==> config.mk <==
export PLATFORM = sky130hd
export DESIGN_NAME = itgc_rotator
export DESIGN_NICKNAME = d
export VERILOG_FILES = /design/src/rtl/core/itgc_pkg.sv /design/src/rtl/core/itgc_rotator.sv
export SDC_FILE = /design/constraint.sdc
export NUM_CORES = 2
export LEC_CHECK = 0
export BUFFER_PORTS_ARGS = -buffer_cell sky130_fd_sc_hd__buf_2
export CORE_MARGIN = 1
export CORE_UTILIZATION = 35
export CTS_CLUSTER_DIAMETER = 60
export DETAILED_ROUTE_END_ITERATION = 10
export SYNTH_ARGS = -nofsm -noshare
export SYNTH_HDL_FRONTEND = slang
export SYNTH_SLANG_ARGS = --single-unit
==> constraint.sdc <==
create_clock -name i_clk -period 8.78 [get_ports i_clk]
set_input_delay 1.756 -clock i_clk [delete_from_list [all_inputs] [get_ports i_clk]]
set_output_delay 1.756 -clock i_clk [all_outputs]
set_load 0.02 [all_outputs]
==> src/rtl/core/itgc_pkg.sv <==
// Package for the IMU tilt and gravity compensation block.
// Holds the shared widths, fixed-point constants, register codes and CORDIC helpers.
// No dependencies.
package itgc_pkg;

    // Default number of CORDIC iterations
    localparam int CORDIC_STAGES_DEF = 16;

    // Datapath widths
    localparam int ANG_W = 16;  // Q3.13 angle
    localparam int ROT_W = 34;  // rotation CORDIC x/y/z
    localparam int VEC_W = 36;  // vectoring CORDIC x/y/z
    localparam int SC_W  = 32;  // Q1.30 sine/cosine and matrix products

    // Fixed-point constants
    localparam logic signed [16:0]      PI_Q13      = 17'sd25736;
    localparam logic signed [16:0]      HALF_PI_Q13 = 17'sd12868;
    localparam logic signed [VEC_W-1:0] PI_Q30      = 36'sd3373259426;
    localparam logic signed [ROT_W-1:0] KGAIN_Q30   = 34'sd652032874;
    localparam logic signed [VEC_W-1:0] ANGLE_LIMIT = 36'sd25736;

    // Register reset values
    localparam logic [15:0] BLEND_RESET   = 16'd64225;
    localparam logic [14:0] GRAVITY_RESET = 15'd5023;

    // Register index (word address bit 2)
    typedef enum logic {
        REG_BLEND_WEIGHT   = 1'b0,
        REG_GRAVITY_OFFSET = 1'b1
    } t_reg_idx;

    // Sine and cosine pair, Q1.30
    typedef struct packed {
        logic signed [SC_W-1:0] cos_v;
        logic signed [SC_W-1:0] sin_v;
    } t_sincos;

    // atan(2^-i) in units of 2^-30 rad
    function automatic logic signed [VEC_W-1:0] atan_step(input int i);
        logic signed [VEC_W-1:0] v;
        v = '0;
        case (i)
            0:       v = 36'sh03243F6A9;
            1:       v = 36'sh01DAC6705;
            2:       v = 36'sh00FADBAFD;
            3:       v = 36'sh007F56EA7;
            4:       v = 36'sh003FEAB77;
            5:       v = 36'sh001FFD55C;
            6:       v = 36'sh000FFFAAB;
            7:       v = 36'sh0007FFF55;
            8:       v = 36'sh0003FFFEB;
            9:       v = 36'sh0001FFFFD;
            default: begin
                if (i <= 30) begin
                    v[30-i] = 1'b1;
                end
            end
        endcase
        return v;
    endfunction

    // Q1.30 product, rounded to nearest (half up)
    function automatic logic signed [SC_W-1:0] mul30(input logic signed [SC_W-1:0] a,
                                                     input logic signed [SC_W-1:0] b);
        logic signed [63:0] p;
        p = 64'(a) * 64'(b);
        return SC_W'((p + 64'sd536870912) >>> 30);
    endfunction

endpackage

==> src/rtl/core/itgc_rotator.sv <==
// Pipelined rotation-mode CORDIC: sine and cosine of a Q3.13 angle.
// Depends on itgc_pkg. Advances on i_en.
module itgc_rotator #(
    parameter int STAGES = itgc_pkg::CORDIC_STAGES_DEF
) (
    input  logic                 i_clk,
    input  logic                 i_en,
    input  logic signed [15:0]   i_angle,
    output itgc_pkg::t_sincos    o_sc
);
    import itgc_pkg::*;

    logic signed [ROT_W-1:0] r_x [STAGES+1];
    logic signed [ROT_W-1:0] r_y [STAGES+1];
    logic signed [ROT_W-1:0] r_z [STAGES+1];
    logic                    r_flip [STAGES+1];
    t_sincos                 r_sc;

    logic signed [16:0]      n_a;
    logic                    n_flip;

    // Fold the angle into the right half plane
    always_comb begin
        n_a    = {i_angle[15], i_angle};
        n_flip = 1'b0;
        if (n_a > HALF_PI_Q13) begin
            n_a    = n_a - PI_Q13;
            n_flip = 1'b1;
        end else if (n_a < -HALF_PI_Q13) begin
            n_a    = n_a + PI_Q13;
            n_flip = 1'b1;
        end
    end

    always_ff @(posedge i_clk) begin
        if (i_en) begin
            r_x[0]    <= KGAIN_Q30;
            r_y[0]    <= '0;
            r_z[0]    <= ROT_W'(n_a) <<< 17;
            r_flip[0] <= n_flip;
        end
    end

    // One micro-rotation per stage
    for (genvar g = 0; g < STAGES; g++) begin : g_iter
        localparam logic signed [ROT_W-1:0] ATAN = ROT_W'(atan_step(g));
        logic signed [ROT_W-1:0] dx;
        logic signed [ROT_W-1:0] dy;
        assign dx = r_y[g] >>> g;
        assign dy = r_x[g] >>> g;
        always_ff @(posedge i_clk) begin
            if (i_en) begin
                if (!r_z[g][ROT_W-1]) begin
                    r_x[g+1] <= r_x[g] - dx;
                    r_y[g+1] <= r_y[g] + dy;
                    r_z[g+1] <= r_z[g] - ATAN;
                end else begin
                    r_x[g+1] <= r_x[g] + dx;
                    r_y[g+1] <= r_y[g] - dy;
                    r_z[g+1] <= r_z[g] + ATAN;
                end
                r_flip[g+1] <= r_flip[g];
            end
        end
    end

    // Undo the fold
    always_ff @(posedge i_clk) begin
        if (i_en) begin
            r_sc.cos_v <= r_flip[STAGES] ? SC_W'(-r_x[STAGES]) : SC_W'(r_x[STAGES]);
            r_sc.sin_v <= r_flip[STAGES] ? SC_W'(-r_y[STAGES]) : SC_W'(r_y[STAGES]);
        end
    end

    assign o_sc = r_sc;

endmodule

# --- Word level (Yosys, flattened, before mapping) ---
# Memories as Yosys holds them, arrays and structs flattened.
# Cells that the tools add are included.
word_totals:
  mem_bits_rw: 1751
  reg_bits: 64
  memories: 4
  out_inout_bits: 64
op_classes:
  bitwise: 48
  addsub: 99
  mux: 152
  n_lt_le_gt_ge: 2
memory_table:
  columns: ["name", "depth", "word_bits", "rd", "rd_ports_with_merged_regs", "wr", "line", "source"]
  rows:
  - ["r_x", 17, 34, 17, 0, 17, "itgc_rotator.sv:13", "logic signed [ROT_W-1:0] r_x [STAGES+1];"]
  - ["r_y", 17, 34, 17, 0, 17, "itgc_rotator.sv:14", "logic signed [ROT_W-1:0] r_y [STAGES+1];"]
  - ["r_z", 17, 34, 16, 0, 17, "itgc_rotator.sv:15", "logic signed [ROT_W-1:0] r_z [STAGES+1];"]
  - ["r_flip", 17, 1, 17, 0, 17, "itgc_rotator.sv:16", "logic r_flip [STAGES+1];"]
op_table:
  columns: ["op", "n"]
  rows:
  - ["two-way mux 34 bit", 48]
  - ["two-way mux 1 bit", 100]
  - ["adder 34 x 19 -> 34 bit", 2]
  - ["adder 34 x 20 -> 34 bit", 2]
  - ["adder 34 x 21 -> 34 bit", 2]
  - ["adder 34 x 22 -> 34 bit", 2]
  - ["adder 34 x 22 -> 34 bit, second input constant", 2]
  - ["adder 34 x 23 -> 34 bit", 2]
  - ["adder 34 x 24 -> 34 bit", 2]
  - ["adder 34 x 25 -> 34 bit", 2]
  - ["adder 34 x 26 -> 34 bit", 2]
  - ["adder 34 x 27 -> 34 bit", 2]
  - ["adder 34 x 28 -> 34 bit", 2]
  - ["adder 34 x 29 -> 34 bit", 2]
  - ["adder 34 x 30 -> 34 bit", 2]
  - ["adder 34 x 31 -> 34 bit", 2]
  - ["adder 34 x 32 -> 34 bit", 2]
  - ["adder 34 x 33 -> 34 bit", 2]
  - ["subtractor 34 x 19 -> 34 bit", 2]
  - ["subtractor 34 x 20 -> 34 bit", 2]
  - ["subtractor 34 x 21 -> 34 bit", 2]
  - ["subtractor 34 x 22 -> 34 bit", 2]
  - ["subtractor 34 x 22 -> 34 bit, second input constant", 2]
  - ["subtractor 34 x 23 -> 34 bit", 2]
  - ["48 further kinds", 109]

# --- Logic depth before layout (Yosys ltp) ---
depth:
  depth_word: 4
  mapped_depth: 22

# --- Worst setup path before layout ---
# Ideal clock, no wire load.
synth_timing:
  path_kind: "in2reg"
  start: "input i_en"
  end: "memory r_z[5][33], data pin"
  slack_ns: 2.068
  t_required_ns: 8.573
  path_buffers: 4
  setup_time_ns: 0.207
  stages: 20
  t_arrival_ns: 6.505
  path_cell_list: "clkbuf_1 clkbuf_1 nand2_1 inv_1 clkbuf_1 buf_1 ha_1 inv_1 fa_1 nor2b_1 o21ai_0 a21oi_1 a41oi_1 a311oi_1 a41o_1 a21oi_1 o21a_1 o21ai_0 mux2i_1 a2111oi_0"
synth_rtl:
  columns: ["element", "line", "source"]
  rows:
  - ["start: declaration", "itgc_rotator.sv:7", "input logic i_en,"]
  - ["end: declaration", "itgc_rotator.sv:15", null]

==> impl_metrics.toml <==
[outcome]
outcome = "finished, final reports clean"

[critical_path]
reg2reg_slack_ns = 3.01
crit_chain = "buf_12 -> and2_1 -> buf_4 -> inv_1 -> mux2i_1 -> ha_1 -> nor2b_1 -> o21ai_0 -> a21boi_0 -> o31ai_1 -> a211oi_1 -> a31oi_1 -> o31ai_1 -> a2111oi_0 -> o41ai_1 -> a21oi_1 -> xnor2_1"
worstSetupPathType = "in -> reg"
path_common_cell = "o31ai_1"
slowest_delay_ns = 0.63
cpMaxStageDelayCell = "o31ai_1"
rr_worst_depth = 16
path_max_fanout = 79
worstReg2RegEnd = "r_y[12][33]"
cp.arrival_ns = 7.25
worstPathRequired_ns = 9.33
critPathLaunchType = "input pin"
end_kind = "flop"
reg2reg_from = "r_z[11][33]"

[final_layout]
syn2layout_area_growth_pct = 9.97
drive_gt1_share_pct = 4.76
fin_nets = 13669
final_cell_area_sq_um = 131000
n_fill_cell = 33351
register_area_sq_um = 43800
multi_input_area_sq_um = 72600

[cts]
cts_tree = "built"
cts.clk_slew.worst_paths_ns = 0.06
clock_path_buffers = 4
post-cts-setup-buffers = 0
numCtsBuffers = 186
htree_levels = 4
cts_sinks = 1458
clk_latency_ns = 0.90
cts-root-buf = "clkbuf_16"
ctsHoldBuffers = 0
cts_resized = 0

[yosys]
synthCells = 12162
synth_edf_count = 1458
synth_top_area_cell = "edfxtp_1"
yosysMostFrequentCell = "edfxtp_1"
yosys-top-cells-count = "1458 x edfxtp_1, 1315 x ha_1, 1247 x xnor2_1, 1222 x a21oi_1, 895 x nor2_1"
post-synth-top-area-fraction_pct = 36.7
avgSynthCellArea_sq_um = 9.80
ys.flop_type = "edfxtp_1"
yosys_warnings = 0
synthArstFlopShare_pct = 0
synth.net_count = 13535
synth-seq-cells = 1458
synth_area_leaders = "edfxtp_1 37%, ha_1 14%, xnor2_1 9.2%"
syn_area_sq_um = 119000
ys_types = 87
ys_seq_area_share_pct = 36.7

[floorplanning]
ios = 82
num_rows = 213
start_util_pct = 35.3
core_area_sq_um = 338000
die_y_microns = 585
chipWidth_microns = 585
die_area_sq_um = 343000

[hold_path]
hold_end = "r_flip[12]"
min_path_type = "reg -> reg"
holdCritStartpoint = "r_flip[11]"
min_delay_path_depth = 0

[drt]
drt_iter0_drc = 5151
vias = 89575
post-route-drc-count = 0
antenna_left = 0
totalWireLength_mm = 292
viasPerCell = 5.28
firstDrtPassIters = 5
wl_per_cell_microns = 17.2

[placed_design]
io_buffers = 81
place_hpwl_mm = 233
placed_area_sq_um = 125000
gp_congestion = 0.920

[sta]
max_freq_mhz = 149
setup_tns_ns = 0
rsz0062_at_grt = "no"
worst_pin_slew_ns = 1.10
whs_ns = 0.410
fin_crit_ns = 6.70
fin_skew_ns = 0.0959
hold_viol = 0
post-route-period-util_pct = 76.3
finalSetupViolCount = 0
slew_headroom_pct = 26.3
final_max_slew_viol_count = 0

[grt]
grt_overflow = 0
grt_pass1_vias = 86650
grt_pass1_wl_mm = 467
grt_antenna_before_repair = 1
track_usage_pct = 16.7
grt_max_degree = 166

[flow_run]
maxCapViolCount = 0
worst max-delay path by stage:
stage | startpoint | endpoint | depth (start not counted)
after floorplan | i_en | r_z[5][33] | 20
after global placement | i_en | r_y[12][33] | 17
after detailed placement | i_en | r_y[12][33] | 17
after CTS | i_en | r_y[12][33] | 17
after global routing | i_en | r_y[12][33] | 17
final | i_en | r_y[12][33] | 17
state kept, by name, indices dropped and copies added, names as in the netlist:
register / flops
r_y: 507
r_x: 482
r_z: 388
o_sc: 64
r_flip: 17
cell families after synthesis:
| logic type | after synthesis | synth area share (%) |
|---|---|---|
| multiplexers | 101 | 0.910 |
| buffers and inverters | 726 | 2.30 |
| AO/OA/AOI/OAI | 3710 | 19.9 |
| flip-flops | 1458 | 36.7 |
| AND/OR/NAND/NOR | 2974 | 12.2 |
| XOR/XNOR | 1838 | 13.5 |
| adder cells (fa/ha/maj) | 1355 | 14.5 |
cells in the final DEF (no fill, tap or decap), types with 41 or more instances in the layout:
| cell type | instances |
|---|---|
| a21boi_0 | 46 |
| nand4_1 | 84 |
| mux2i_1 | 42 |
| a31oi_1 | 110 |
| inv_1 | 522 |
| xor2_1 | 591 |
| a21o_1 | 633 |
| ha_1 | 1315 |
| or4_1 | 45 |
| o41ai_1 | 69 |
| nor2_1 | 895 |
| xnor2_1 | 1247 |
| o31ai_1 | 142 |
| mux2_2 | 59 |
| buf_4 | 53 |
| o21bai_1 | 167 |
| or3_1 | 112 |
| clkbuf_16 | 189 |
| or2_2 | 51 |
| nor3_1 | 279 |
| a211oi_1 | 115 |
| nor2b_1 | 171 |
| buf_2 | 80 |
| o21ai_0 | 635 |
| and3_1 | 105 |
| nor4_1 | 85 |
| nand2b_1 | 200 |
| edfxtp_1 | 1458 |
| and2_1 | 63 |
| o21a_1 | 194 |
| nand2_1 | 615 |
| o211ai_1 | 41 |
| a21oi_1 | 1222 |
| nand3_1 | 181 |
final cells by class:
| type | count | share of cell area [%] |
|---|---|---|
| clock inverters | 120 | 0.938 |
| repair buffers | 139 | 0.701 |
| flip-flops and latches | 1458 | 33.4 |
| multi-input cells | 9978 | 55.4 |
| well taps | 4515 | 4.31 |
| inverters | 533 | 1.53 |
| diodes | 1 | 0.00191 |
| clock buffers | 211 | 3.67 |
stage by stage:
| step | utilization (%) | std cells | setup WS [ns] |
|---|---|---|---|
| finish | 38.8 | 16955 | 2.08 |
| detailed placement | 37.0 | 16623 | 1.37 |
| global placement | 37.0 | 16623 | 1.33 |
| global route | 38.8 | 16955 | 1.73 |
| floorplan | - | 12162 | 2.07 |
| CTS | 38.8 | 16954 | 2.22 |
per-layer routing:
metal | part of all wire, % | track usage, % | up-vias
met5 | 0 | 0 | -
met4 | 3.7 | 6.09 | 0
met3 | 3.4 | 1.76 | 482
met2 | 49 | 30.2 | 1544
met1 | 44 | 20.4 | 41940
li1 | - | - | 45609
worst max-delay path: cells and delay by family:
family / cells / cell delay (ns)
xor gates and xnor gates: 1 / 0.13
buffers and inverters: 3 / 1.15
and+or+nand+nor: 2 / 0.39
adders and majority gates: 1 / 0.33
muxes: 1 / 0.28
AOI/OAI and AO/OA: 9 / 3.05
Power is not shown: default switching activity piles up to over one toggle a cycle in this logic, so the estimate is an artifact.
