### config.mk
export PLATFORM = sky130hd
export DESIGN_NAME = itgc_vectorer
export DESIGN_NICKNAME = d
export VERILOG_FILES = /design/src/rtl/core/itgc_pkg.sv /design/src/rtl/core/itgc_vectorer.sv
export SDC_FILE = /design/constraint.sdc
export NUM_CORES = 2
export LEC_CHECK = 0
export BUFFER_PORTS_ARGS = -buffer_cell sky130_fd_sc_hd__buf_2
export CELL_PAD_IN_SITES_DETAIL_PLACEMENT = 1
export CELL_PAD_IN_SITES_GLOBAL_PLACEMENT = 2
export CORE_MARGIN = 2
export CORE_UTILIZATION = 39
export CTS_BUF_LIST = sky130_fd_sc_hd__clkbuf_16
export DETAILED_ROUTE_END_ITERATION = 6
export GPL_ROUTABILITY_DRIVEN = 0
export PLACE_DENSITY = 0.79
export RECOVER_POWER = 25
export SETUP_SLACK_MARGIN = 0.02
export SLEW_MARGIN = 20
export SYNTH_ARGS = -nofsm -noshare
export SYNTH_HDL_FRONTEND = slang
export SYNTH_SLANG_ARGS = --single-unit
### constraint.sdc
create_clock -name i_clk -period 5.6 [get_ports i_clk]
set_input_delay 1.12 -clock i_clk [delete_from_list [all_inputs] [get_ports i_clk]]
set_output_delay 1.12 -clock i_clk [all_outputs]
set_load 0.03 [all_outputs]
### src/rtl/core/itgc_pkg.sv
// Package for the IMU tilt and gravity compensation block.
// Holds the shared widths, fixed-point constants, register codes and CORDIC helpers.
// No dependencies.
package itgc_pkg;

    // Default number of CORDIC iterations
    localparam int CORDIC_STAGES_DEF = 16;

    // Datapath widths
    localparam int ANG_W = 16;  // Q3.13 angle
    localparam int ROT_W = 34;  // rotation CORDIC x/y/z
    localparam int VEC_W = 36;  // vectoring CORDIC x/y/z
    localparam int SC_W  = 32;  // Q1.30 sine/cosine and matrix products

    // Fixed-point constants
    localparam logic signed [16:0]      PI_Q13      = 17'sd25736;
    localparam logic signed [16:0]      HALF_PI_Q13 = 17'sd12868;
    localparam logic signed [VEC_W-1:0] PI_Q30      = 36'sd3373259426;
    localparam logic signed [ROT_W-1:0] KGAIN_Q30   = 34'sd652032874;
    localparam logic signed [VEC_W-1:0] ANGLE_LIMIT = 36'sd25736;

    // Register reset values
    localparam logic [15:0] BLEND_RESET   = 16'd64225;
    localparam logic [14:0] GRAVITY_RESET = 15'd5023;

    // Register index (word address bit 2)
    typedef enum logic {
        REG_BLEND_WEIGHT   = 1'b0,
        REG_GRAVITY_OFFSET = 1'b1
    } t_reg_idx;

    // Sine and cosine pair, Q1.30
    typedef struct packed {
        logic signed [SC_W-1:0] cos_v;
        logic signed [SC_W-1:0] sin_v;
    } t_sincos;

    // atan(2^-i) in units of 2^-30 rad
    function automatic logic signed [VEC_W-1:0] atan_step(input int i);
        logic signed [VEC_W-1:0] v;
        v = '0;
        case (i)
            0:       v = 36'sh03243F6A9;
            1:       v = 36'sh01DAC6705;
            2:       v = 36'sh00FADBAFD;
            3:       v = 36'sh007F56EA7;
            4:       v = 36'sh003FEAB77;
            5:       v = 36'sh001FFD55C;
            6:       v = 36'sh000FFFAAB;
            7:       v = 36'sh0007FFF55;
            8:       v = 36'sh0003FFFEB;
            9:       v = 36'sh0001FFFFD;
            default: begin
                if (i <= 30) begin
                    v[30-i] = 1'b1;
                end
            end
        endcase
        return v;
    endfunction

    // Q1.30 product, rounded to nearest (half up)
    function automatic logic signed [SC_W-1:0] mul30(input logic signed [SC_W-1:0] a,
                                                     input logic signed [SC_W-1:0] b);
        logic signed [63:0] p;
        p = 64'(a) * 64'(b);
        return SC_W'((p + 64'sd536870912) >>> 30);
    endfunction

endpackage

### src/rtl/core/itgc_vectorer.sv
// Pipelined vectoring-mode CORDIC: atan2(y, x) rounded to Q3.13 and clamped to +-pi.
// Depends on itgc_pkg. Advances on i_en.
module itgc_vectorer #(
    parameter int STAGES = itgc_pkg::CORDIC_STAGES_DEF
) (
    input  logic                               i_clk,
    input  logic                               i_en,
    input  logic signed [itgc_pkg::VEC_W-1:0]  i_x,
    input  logic signed [itgc_pkg::VEC_W-1:0]  i_y,
    output logic signed [15:0]                 o_angle
);
    import itgc_pkg::*;

    logic signed [VEC_W-1:0] r_x [STAGES+1];
    logic signed [VEC_W-1:0] r_y [STAGES+1];
    logic signed [VEC_W-1:0] r_z [STAGES+1];
    logic                    r_zero [STAGES+1];
    logic signed [15:0]      r_angle;

    logic signed [VEC_W-1:0] n_rnd;

    // Left half plane: negate and start at +-pi
    always_ff @(posedge i_clk) begin
        if (i_en) begin
            r_zero[0] <= (i_x == '0) && (i_y == '0);
            if (i_x[VEC_W-1]) begin
                r_z[0] <= i_y[VEC_W-1] ? -PI_Q30 : PI_Q30;
                r_x[0] <= -i_x;
                r_y[0] <= -i_y;
            end else begin
                r_z[0] <= '0;
                r_x[0] <= i_x;
                r_y[0] <= i_y;
            end
        end
    end

    // Drive y toward zero, one step per stage
    for (genvar g = 0; g < STAGES; g++) begin : g_iter
        localparam logic signed [VEC_W-1:0] ATAN = atan_step(g);
        logic signed [VEC_W-1:0] dx;
        logic signed [VEC_W-1:0] dy;
        assign dx = r_y[g] >>> g;
        assign dy = r_x[g] >>> g;
        always_ff @(posedge i_clk) begin
            if (i_en) begin
                if (!r_y[g][VEC_W-1]) begin
                    r_x[g+1] <= r_x[g] + dx;
                    r_y[g+1] <= r_y[g] - dy;
                    r_z[g+1] <= r_z[g] + ATAN;
                end else begin
                    r_x[g+1] <= r_x[g] - dx;
                    r_y[g+1] <= r_y[g] + dy;
                    r_z[g+1] <= r_z[g] - ATAN;
                end
                r_zero[g+1] <= r_zero[g];
            end
        end
    end

    // Round to Q3.13 and clamp
    assign n_rnd = (r_z[STAGES] + 36'sd65536) >>> 17;

    always_ff @(posedge i_clk) begin
        if (i_en) begin
            if (r_zero[STAGES]) begin
                r_angle <= '0;
            end else if (n_rnd > ANGLE_LIMIT) begin
                r_angle <= 16'(ANGLE_LIMIT);
            end else if (n_rnd < -ANGLE_LIMIT) begin
                r_angle <= 16'(-ANGLE_LIMIT);
            end else begin
                r_angle <= 16'(n_rnd);
            end
        end
    end

    assign o_angle = r_angle;

endmodule
# Yosys cells after proc, flatten, opt, wreduce, memory -nomap -nowiden
# Memories as Yosys holds them, arrays and structs flattened.
# Cells that the tools add are included.
[word_totals] reg_bits=16 inputBits=74 output_inout_bits=16 word_cells=321 mem_bits_rw=1853 n_memories=4
[op_classes] muxes=158 bitwise=51 order_cmp=2 addsub=98 reduce_logical=5
[memory_table] memory="r_x" depth=17 word_bits=36 rd=16 rd_ports_with_merged_regs=0 wr=17 line="itgc_vectorer.sv:14" source="logic signed [VEC_W-1:0] r_x [STAGES+1];"
[memory_table] memory="r_y" depth=17 word_bits=36 rd=16 rd_ports_with_merged_regs=0 wr=17 line="itgc_vectorer.sv:15" source="logic signed [VEC_W-1:0] r_y [STAGES+1];"
[memory_table] memory="r_z" depth=17 word_bits=36 rd=17 rd_ports_with_merged_regs=0 wr=17 line="itgc_vectorer.sv:16" source="logic signed [VEC_W-1:0] r_z [STAGES+1];"
[memory_table] memory="r_zero" depth=17 word_bits=1 rd=17 rd_ports_with_merged_regs=0 wr=17 line="itgc_vectorer.sv:17" source="logic r_zero [STAGES+1];"
[ops] cell="$mux W36" count=52
[ops] cell="$mux W1" count=104
[ops] cell="$add A36 B18 Y36 const B" count=2
[ops] cell="$add A36 B21 Y36" count=2
[ops] cell="$add A36 B22 Y36" count=2
[ops] cell="$add A36 B22 Y36 const B" count=2
[ops] cell="$add A36 B23 Y36" count=2
[ops] cell="$add A36 B24 Y36" count=2
[ops] cell="$add A36 B25 Y36" count=2
[ops] cell="$add A36 B26 Y36" count=2
[ops] cell="$add A36 B27 Y36" count=2
[ops] cell="$add A36 B28 Y36" count=2
[ops] cell="$add A36 B29 Y36" count=2
[ops] cell="$add A36 B30 Y36" count=2
[ops] cell="$add A36 B31 Y36" count=2
[ops] cell="$add A36 B32 Y36" count=2
[ops] cell="$add A36 B33 Y36" count=2
[ops] cell="$add A36 B34 Y36" count=2
[ops] cell="$add A36 B35 Y36" count=2
[ops] cell="$logic_not A36 Y1" count=2
[ops] cell="$neg A36 Y36" count=2
[ops] cell="$sub A36 B21 Y36" count=2
[ops] cell="$sub A36 B22 Y36" count=2
[ops] cell="$sub A36 B22 Y36 const B" count=2
[ops] cell="other kinds (50)" count=114

# Longest topological paths before layout
# An unclocked memory read counts as a cell.
[depth] depth_word=5 mapped_depth=22 ltp_nobuf=22

# Worst setup path after synthesis
# OpenSTA, ideal clock, no wires.
[synth_timing] path_type="input to register" from="input i_en" to="memory r_y[3][34] (data pin)" required_ps=5342 setup_time_ps=258 path_stages=18 t_arrival_ps=5730 slack_ps=-388 n_path_buf=4 path_cell_list="clkbuf_1 > clkbuf_1 > nand2_1 > clkbuf_1 > buf_1 > o21ai_0 > fa_1 > and3_1 > o31a_1 > o2111a_1 > o31a_1 > a311o_1 > a21oi_1 > o21ai_0 > a311o_1 > nand3_1 > nand3_1 > xor2_1"
[synth_lines] item="start: declaration" line="itgc_vectorer.sv:7" source="input logic i_en,"
[synth_lines] item="end: declaration" line="itgc_vectorer.sv:15"

==> impl_metrics.yaml <==
timing:
  finalHoldViolations: 0
  final.setup.worst_slack_ps: 330
  drv_slew: 220
  max-slew-margin-rel_pct: -122
  setup_tns_ps: 0
  period_needed_ps: 5270
  fmax_mhz: 190
  whs_ps: 413
  rsz0062_at_grt: "false"
  clock_skew_ps: 41.5
  finalSetupViolCount: 0
  worst_pin_slew_ps: 3330
  final.period_utilization_pct: 94.1
synthesis:
  syn_area_mm2: 0.134
  yosysUniqueCellTypes: 90
  synth_top_family_by_area: "compound AO/OA/AOI/OAI gates"
  synth_fp_nets: 15843
  synthAdderAreaFrac_pct: 14.7
  synth_seq_cells: 1563
  synthCells: 14221
  synth_xor_area_share_pct: 13.1
  synth-simple-area-share_pct: 13.8
  synth_top_area_share_pct: 35.0
  synth_ff_type: "edfxtp_1"
  synthArstFlopShare_pct: 0
  yosys-top-cells-area: "edfxtp_1, ha_1, xnor2_1, a21oi_1, xor2_1"
  yosysMostFrequentCell: "edfxtp_1"
  synth_compound_area_share_pct: 20.7
  synth.avg_cell_area_um2: 9.44
  synth_common_cells: "edfxtp_1, ha_1, a21oi_1"
  synth_edf_count: 1563
  ys_seq_area_share_pct: 35.0
  yosys.area.top_type: "edfxtp_1"
  ys_warn_count: 0
  synth_mux_area_share_pct: 0.476
global_route:
  antenna_found_initial: 6
  grt_use_total_pct: 22.9
  grt_pass1_wl_um: 645000
  grt_overflow: 0
  grt_max_degree: 208
  grt_pass1_vias: 112679
clock_network:
  cts-htree-levels: 4
  post_cts_buffers: 0
  cts.clk_slew.worst_paths_ps: 70
  clockRootBuffer: "clkbuf_16"
  cts_tree: "yes"
  clkLatencyLatePin_ps: 900
  cts_sinks: 1563
  cts_buffers: 193
  clk_path_buf_depth: 4
placement:
  dp_hpwl_um: 333000
  pre_cts_ws_ps: 5.11
  portBuffers: 89
floorplan:
  io_pins: 90
  fp.coreArea_mm2: 0.343
  die_w_um: 591
  row_count: 215
  die_h_um: 591
  design.die.area_mm2: 0.349
  initial_utilization_pct: 39.2
critical_path:
  crit_path_end_kind: "flop"
  worstPathRequired_ps: 6230
  path_cells: "or3_1, or3b_2, or3_1, nor2_1, a21oi_1, xnor2_1, ha_1, a21o_1, a21o_1, a21oi_1, o21ai_0, a22o_1, a311o_1, a21o_1, a21oi_1, o21a_1, o21bai_1, xor2_1"
  setup.worst_path.class: "reg -> reg"
  path_max_fanout: 4
  cp_data_arrival_time_ps: 5900
  cpPeakStageDelay_ps: 550
  startpoint_type: "flop"
  critPathSlowestCell: "edfxtp_1"
drt:
  routed_via_density: 5.59
  drc_errors: 0
  dr.pass1.iters: 5
  num_vias: 110234
  routedWlPerCell_um: 20.8
  antenna_left: 0
  drt-initial-drc-count: 6267
  drt-total-wl_um: 411000
run_status:
  status: "finished, violations left"
  failed_checks: "capacitance limit, slew limit"
flow_run:
  maxCapViolations: 5
hold_path:
  hold_class: "reg -> reg"
layout:
  area_growth_pct: 13.1
  nets: 16613
  drive_gt1_share_pct: 8.55
-- per-layer routing --
metal  share of wire, %  wire length [um]  global-route usage (%)  vias up
met3                3.1             12800                    1.98      475
met5             0.0034                14                       0        -
met2                 48            199000                    40.2     1457
met1                 45            187000                    30.0    53878
li1                   -                 -                       -    54422
met4                2.9             12100                    6.32        2
-- through the flow --
step | cell area (um^2) | cells | util [%]
2_1_floorplan | 134000 | 14221 | -
3_3_place_gp | 145000 | 19353 | 42.4
3_5_place_dp | 145000 | 19353 | 42.4
4_1_cts | 152000 | 19712 | 44.3
5_1_grt | 152000 | 19724 | 44.3
6_report | 152000 | 19726 | 44.3
-- cells in the final DEF (no fill, tap or decap), types with 187 or more instances in the layout --
| master | netlist | routed |
|---|---|---|
| o21ai_0 | 929 | 928 |
| buf_4 | 0 | 723 |
| nand2b_1 | 256 | 256 |
| a21o_1 | 664 | 664 |
| nand2_1 | 856 | 848 |
| o21a_1 | 197 | 197 |
| xor2_1 | 692 | 692 |
| nor2_1 | 1158 | 1155 |
| xnor2_1 | 1311 | 1311 |
| a21oi_1 | 1387 | 1387 |
| o31ai_1 | 187 | 187 |
| nor2b_1 | 195 | 194 |
| nor3_1 | 311 | 309 |
| clkbuf_16 | 0 | 195 |
| ha_1 | 1508 | 1508 |
| inv_1 | 542 | 562 |
| edfxtp_1 | 1563 | 1563 |
| nand3_1 | 242 | 242 |
-- area by class of cell --
cell class | count | area [um^2]
timing repair buffer | 853 | 6330
clock buffer | 195 | 4880
fill | 39356 | 191000
tap | 4557 | 5700
multi-input combinational | 11827 | 84200
inverter | 553 | 2080
sequential | 1563 | 46900
clock inverter | 164 | 1630
antenna | 14 | 35.0
-- critical path: cells and delay by family (launching register included) --
kind	cells	cell delay, ps
AND/OR/NAND/NOR	4	1730
adder cells (fa/ha/maj)	1	260
AO/OA/AOI/OAI	11	2090
XOR/XNOR	2	360
flip-flops	1	550
-- kinds of logic (layout without fill, tap and decap cells) --
kind of cell | count (synthesis) | count (layout)
buf+inv | 831 | 1765
flops | 1563 | 1563
mux | 62 | 62
fa+ha+maj | 1548 | 1548
compound gates | 4392 | 4392
simple gates | 3822 | 3822
xor+xnor | 2003 | 2003
other cells | 0 | 14
-- flip-flops by register name, indices dropped and copies added (netlist names) --
name / count
r_z: 464
r_y: 540
r_zero: 17
o_angle: 16
r_x: 526
-- what timing repair did --
action / CTS / global route
hold buffers: 0 / 0
setup endpoints to repair: 0 / 14
gates resized for setup: 0 / 13
-- path summary, 6_finish.rpt --
check                        startpoint                     to  slack [ps]  cells after the start
hold / removal    r_z[12][15]$_DFFE_PP_  r_z[13][15]$_DFFE_PP_         410                      0
setup reg to reg  r_y[12][17]$_DFFE_PP_  r_x[13][32]$_DFFE_PP_         330                     18
hold reg to reg   r_z[12][15]$_DFFE_PP_  r_z[13][15]$_DFFE_PP_         410                      0
setup / recovery  r_y[12][17]$_DFFE_PP_  r_x[13][32]$_DFFE_PP_         330                     18
Power is not shown: default switching activity piles up to over one toggle a cycle in this logic, so the estimate is an artifact.
